`src/rtl/core/lrc_pkg.sv`:
```
// ----------------------------------------------------------------------------
// lrc_pkg: shared constants and helpers for the line rectangle clipper
// fixed-point limits of the clip parameter and window inset
// ----------------------------------------------------------------------------
package lrc_pkg;

    // quotient bits produced by the divider chain (magnitude below 2.0 in Q.16)
    localparam int QW = 17;
    // signed width of a clip parameter t, holds [-2, 2] in Q.16
    localparam int TW = 19;

    localparam logic [14:0]          INSET_MAX = 15'd32112;
    localparam logic signed [TW-1:0] T_ONE     = 19'sd65536;
    localparam logic signed [TW-1:0] T_SAT     = 19'sd131072;
    localparam logic signed [TW-1:0] T_ZERO    = 19'sd0;

    // signed, saturated parameter from divider magnitude
    function automatic logic signed [TW-1:0] t_value(
        input logic [QW-1:0] mag,
        input logic          sat,
        input logic          neg
    );
        logic signed [TW-1:0] m;
        m = sat ? T_SAT : $signed({{(TW-QW){1'b0}}, mag});
        return neg ? -m : m;
    endfunction

endpackage

```
`src/rtl/core/lrc_div_cell.sv`:
```
// ----------------------------------------------------------------------------
// lrc_div_cell: one restoring-division step
// produces one quotient bit and hands remainder and divisor to the next cell
// ----------------------------------------------------------------------------
module lrc_div_cell #(
    parameter int W = 24
) (
    input  logic                       i_clk,
    input  logic                       i_en,
    input  logic [W+1:0]               i_rem,
    input  logic [W:0]                 i_den,
    input  logic [lrc_pkg::QW-1:0]     i_quo,
    output logic [W+1:0]               o_rem,
    output logic [W:0]                 o_den,
    output logic [lrc_pkg::QW-1:0]     o_quo
);
    localparam int RW = W + 2;

    logic          ge;
    logic [RW-1:0] diff;
    logic [RW-1:0] r_rem;
    logic [W:0]    r_den;
    logic [lrc_pkg::QW-1:0] r_quo;

    assign ge   = i_rem >= {1'b0, i_den};
    assign diff = ge ? (i_rem - {1'b0, i_den}) : i_rem;

    always_ff @(posedge i_clk) begin
        if (i_en) begin
            r_rem <= {diff[RW-2:0], 1'b0};
            r_den <= i_den;
            r_quo <= {i_quo[lrc_pkg::QW-2:0], ge};
        end
    end

    assign o_rem = r_rem;
    assign o_den = r_den;
    assign o_quo = r_quo;
endmodule
```
`config.mk`:
```
export PLATFORM = sky130hd
export DESIGN_NAME = lrc_div_cell
export DESIGN_NICKNAME = d
export VERILOG_FILES = /design/src/rtl/core/lrc_pkg.sv /design/src/rtl/core/lrc_div_cell.sv
export SDC_FILE = /design/constraint.sdc
export NUM_CORES = 1
export LEC_CHECK = 0
export BUFFER_PORTS_ARGS = -buffer_cell sky130_fd_sc_hd__buf_2
export CAP_MARGIN = 10
export CORE_AREA = 3 3 83 124
export CTS_CLUSTER_SIZE = 14
export DETAILED_ROUTE_END_ITERATION = 10
export DIE_AREA = 0 0 86 127
export PLACE_DENSITY = 0.65
export SLEW_MARGIN = 20
export SYNTH_ARGS = -nofsm -noshare
export SYNTH_HDL_FRONTEND = slang
export SYNTH_SLANG_ARGS = --single-unit
```
`constraint.sdc`:
```
create_clock -name i_clk -period 4.2 [get_ports i_clk]
set_input_delay 0.63 -clock i_clk [delete_from_list [all_inputs] [get_ports i_clk]]
set_output_delay 0.63 -clock i_clk [all_outputs]
set_load 0.02 [all_outputs]
```
Yosys cells after proc, flatten, opt, wreduce, memory -nomap -nowiden
Cells that the tools add are included.
{"block": "word_totals", "ff_bits": 67, "word_cells": 6, "out_inout_bits": 68, "inputBits": 70}
{"block": "op_classes", "n_mux": 1, "addsub": 1, "magnitude_cmp": 1}
{"op": "$ge 26x25->1", "count": 1}
{"op": "$mux 25", "count": 1}
{"op": "$sub 25x25->25", "count": 1}

Logic depth before layout (Yosys ltp)
{"block": "logic_depth", "word_depth": 2, "ltp_mapped": 14, "mapped_depth_nobuf": 12}

Least setup slack after synthesis
No wires, ideal clock.
{"block": "synth_timing", "path_kind": "input-to-reg", "start": "in i_rem[0]", "end": "reg r_rem[10] (netlist: o_rem[10]), data pin", "arrival_time_ns": 3.190, "setup_ns": 0.260, "n_path_buf": 2, "path_stages": 14, "t_required_ns": 3.940, "path_slack_ns": 0.750, "cell_sequence": "inv_1 > ha_1 > inv_1 > fa_1 > a21o_1 > a311o_1 > nor2b_4 > a2111o_1 > and3_1 > buf_6 > nor2_8 > inv_4 > buf_8 > mux2_4"}
{"block": "synth_between", "elab_chain_cells": 2, "elab_cells_between_ends": 3, "classes_between": "add/sub: 1; order compare: 1; mux: 1"}
{"item": "start, declared", "line": "lrc_div_cell.sv:10", "source": "input logic [W+1:0] i_rem,"}
{"item": "$sub 25x25->25 / $ge 26x25->1 (equally long branches)", "line": "lrc_div_cell.sv:26, lrc_div_cell.sv:25"}
{"item": "$mux 25 (*)", "line": "lrc_div_cell.sv:26", "source": "assign diff = ge ? (i_rem - {1'b0, i_den}) : i_rem;"}
{"item": "named net diff[9]", "line": "lrc_div_cell.sv:20", "source": "logic [RW-1:0] diff;"}
{"item": "end signal, assigned", "line": "lrc_div_cell.sv:30", "source": "r_rem <= {diff[RW-2:0], 1'b0};"}
{"item": "end, declared", "line": "lrc_div_cell.sv:21", "source": "logic [RW-1:0] r_rem;"}
The timed path passes the listed nets; every way through them passes the cells marked *.
A chain may end at the register's enable or synchronous reset.

Worst setup path after layout
Ends and elaborated chain as after synthesis.

==> results by group <==
Timing
  • Actual slew at the worst max-slew pin: 1004 ps
  • Fmax: 296.7 MHz
  • Setup TNS: 0 ps
  • Min Clock Period, post-route: 3371 ps
  • Slew HR: 0.3304
  • Setup-failing EPs final: 0
  • Final Hold Viols: 0
  • RSZ-0062 raised after global routing: no
  • Pins over their slew limit: 0
  • Worst hold slack: 465.6 ps
  • Fin crit share: 0.8025

Clocking
  • Clock buffer depth: 2
  • CTS tree: built
  • CTS Buf Count: 9
  • Setup bufs post-CTS: 0
  • Cts hold-fix bufs: 0
  • Htree depth: 3
  • CTS clk-pin slew, worst paths: roughly 60 ps
  • Clk sink count: 67
  • Gates resized, CTS repair: 0
  • CTS root buf: clkbuf_16

Finish
  • Commonest non-fill, non-tap cell in the layout: buf_2
  • Ant. Diodes: 0
  • Share of cells above drive strength 1: 0.3858
  • Nets: about 560
  • Most frequent cells in the layout: 135 x buf_2, 67 x edfxtp_1, 30 x inv_1
  • Fin util: 0.5298
  • Area growth from synthesis to layout: 28.62%
  • Fill count: between 800 and 900

Floorplanning
  • Starting Density: 0.4119
  • Die H: roughly 130 um
  • Die area: roughly 11000 um^2
  • I/O pin total: 138
  • Die X: 86 um
  • Core box area: between 9000 and 10000 um^2
  • Cell Rows: 43

Critical path
  • Critical path class: input port to register
  • CP Data Arrival Time: 3450 ps
  • CP max FO: 24
  • Critical path endpoint category: register
  • Startpoint types: input port
  • WP data required: 4280 ps

Power
  • Peak supply drop: about 0.00023 V
  • Cell Pwr Density: approximately 440 nW/um^2
  • P_leak: 0.002238 uW

Global route
  • Gr usage total: 0.1839
  • First-pass GRT wire length: around 15000 um
  • Largest net degree at the start of global routing: 44
  • Total grt overflow: 0
  • Initial antenna violation count: 0
  • Vias in the first global route: approximately 3000

Routing
  • Metal3 WL: 423 um
  • DRT antenna net count: 0
  • Highest routed layer: met4
  • Vias post-DR: 2939
  • DR WL/cell: 17.32 um
  • Drc violations: 0
  • Starting DRC count in detailed routing: 147
  • Routed Wire Length: about 10000 um
  • Via-to-Cell Ratio: roughly 5.1
  • Met2 wire length: 5559 um
  • Routed length on met1: 3707 um
  • Drt pass-1 iters: 4

Synthesis
  • Main synth FF type: edfxtp_1
  • Number of flops mapped to enable cells by yosys: 67
  • Netlist cell types: 54
  • Sequential-to-total area share from yosys stat: 0.5248
  • Post-Syn Area per Cell: 12.02 um^2
  • Total of warnings raised by yosys: 0
  • Net Count, Synth: roughly 420
  • FF+latch count, synth: 67
  • Mapped cell area: 3834 um^2
  • Syn Inst Count: 319
  • Post-synthesis async set-or-reset flop share: 0

Hold path
  • Worst min path class: input port to register
  • WHS Path Cells: 1
  • Hold EP: o_quo[12]
  • Worst Hold Launch: i_quo[11]

Placed design
  • Dpl hpwl: 7751 um
  • Gp weighted congestion: 0.8139
  • IO buf count: 135

Outcome
  • Status: finished clean

Run
  • Max-cap violations: 0
layout make-up:
type / instances / area, um^2 / share of cell area
sequential: 67 / 2012 / 0.4080
multi-input combinational: 210 / 1630 / 0.3306
timing repair buffer: 140 / 713.2 / 0.1446
clock buffer: 9 / 225.2 / 0.04567
tap: 112 / 140.1 / 0.02842
inverter: 31 / 118.9 / 0.02411
clock inverter: 7 / 91.34 / 0.01852
state kept, by name, indices dropped and copies added, names as in the netlist:
signal / cells
o_quo: 17
o_rem: 25
o_den: 25
critical path, cell delays in order:
cell	delay, ps
buf_2	100
inv_1	50
ha_1	170
inv_1	50
fa_1	390
a21o_1	200
a311o_1	380
nor2b_4	160
a2111o_1	430
and3_1	250
nor2_8	130
inv_4	160
mux2_4	340
how the worst max path moves through the flow:
stage,from,endpoint,slack [ps]
after floorplan,i_rem[0],o_rem[10],750
after global placement,i_rem[0],o_rem[9],540
after detailed placement,i_rem[0],o_rem[10],470
after CTS,i_rem[0],o_rem[10],820
after global routing,i_rem[0],o_rem[16],710
final,i_rem[0],o_rem[10],830
power by group:
part           switching (uW)  total (uW)  internal (uW)
registers                16.0         844            828
clock network             287         805            518
logic                     311         534            223
total                     614        2180           1570
synth_stat cells (2+ instances only):
cell type / count / area share
o21ai_0: 9 / 0.012
a211oi_1: 5 / 0.0098
a31o_2: 3 / 0.0069
a211o_1: 2 / 0.0046
o21a_1: 4 / 0.0078
nand4_1: 5 / 0.0082
mux2_2: 5 / 0.015
nor2b_1: 3 / 0.0049
a21o_1: 7 / 0.014
mux2_4: 12 / 0.047
edfxtp_1: 67 / 0.52
xor2_1: 3 / 0.0069
inv_1: 30 / 0.029
or3_1: 2 / 0.0033
ha_1: 25 / 0.082
nor3_1: 13 / 0.017
nor2_1: 12 / 0.012
nand2b_1: 4 / 0.0065
buf_6: 2 / 0.0059
a21oi_1: 27 / 0.035
a31oi_1: 3 / 0.0049
nand2_1: 14 / 0.014
and3_1: 4 / 0.0065
o211ai_1: 2 / 0.0039
xnor2_1: 19 / 0.043
clkbuf_1: 6 / 0.0059
nand3_1: 4 / 0.0052
metal layers:
metal  track usage  vias up
met4       0.08854        0
met3       0.03161       18
met1        0.1953     1376
met5             0        -
li1              -     1462
met2        0.3426       83
metrics by stage:
step,total power [uW],instances,setup WS [ps],area (um^2)
floorplan,1218,319,750.2,3834
global placement,1388,560,538.5,4614
detailed placement,1395,560,471.5,4614
CTS,2205,576,824.0,4931
global route,2274,576,709.0,4931
finish,2183,576,829.3,4931
cells by family (layout without fill, tap and decap cells):
group,count (synthesis),after routing,synth area share
xor gates and xnor gates,22,22,0.05026
muxes,18,18,0.06429
buffers and inverters,42,187,0.04993
and+or+nand+nor,68,68,0.09563
adders and majority gates,26,26,0.08681
DFF,67,67,0.5248
other,1,1,0.0009782
AOI/OAI and AO/OA,75,75,0.1273
(Power assumes the default switching activity.)
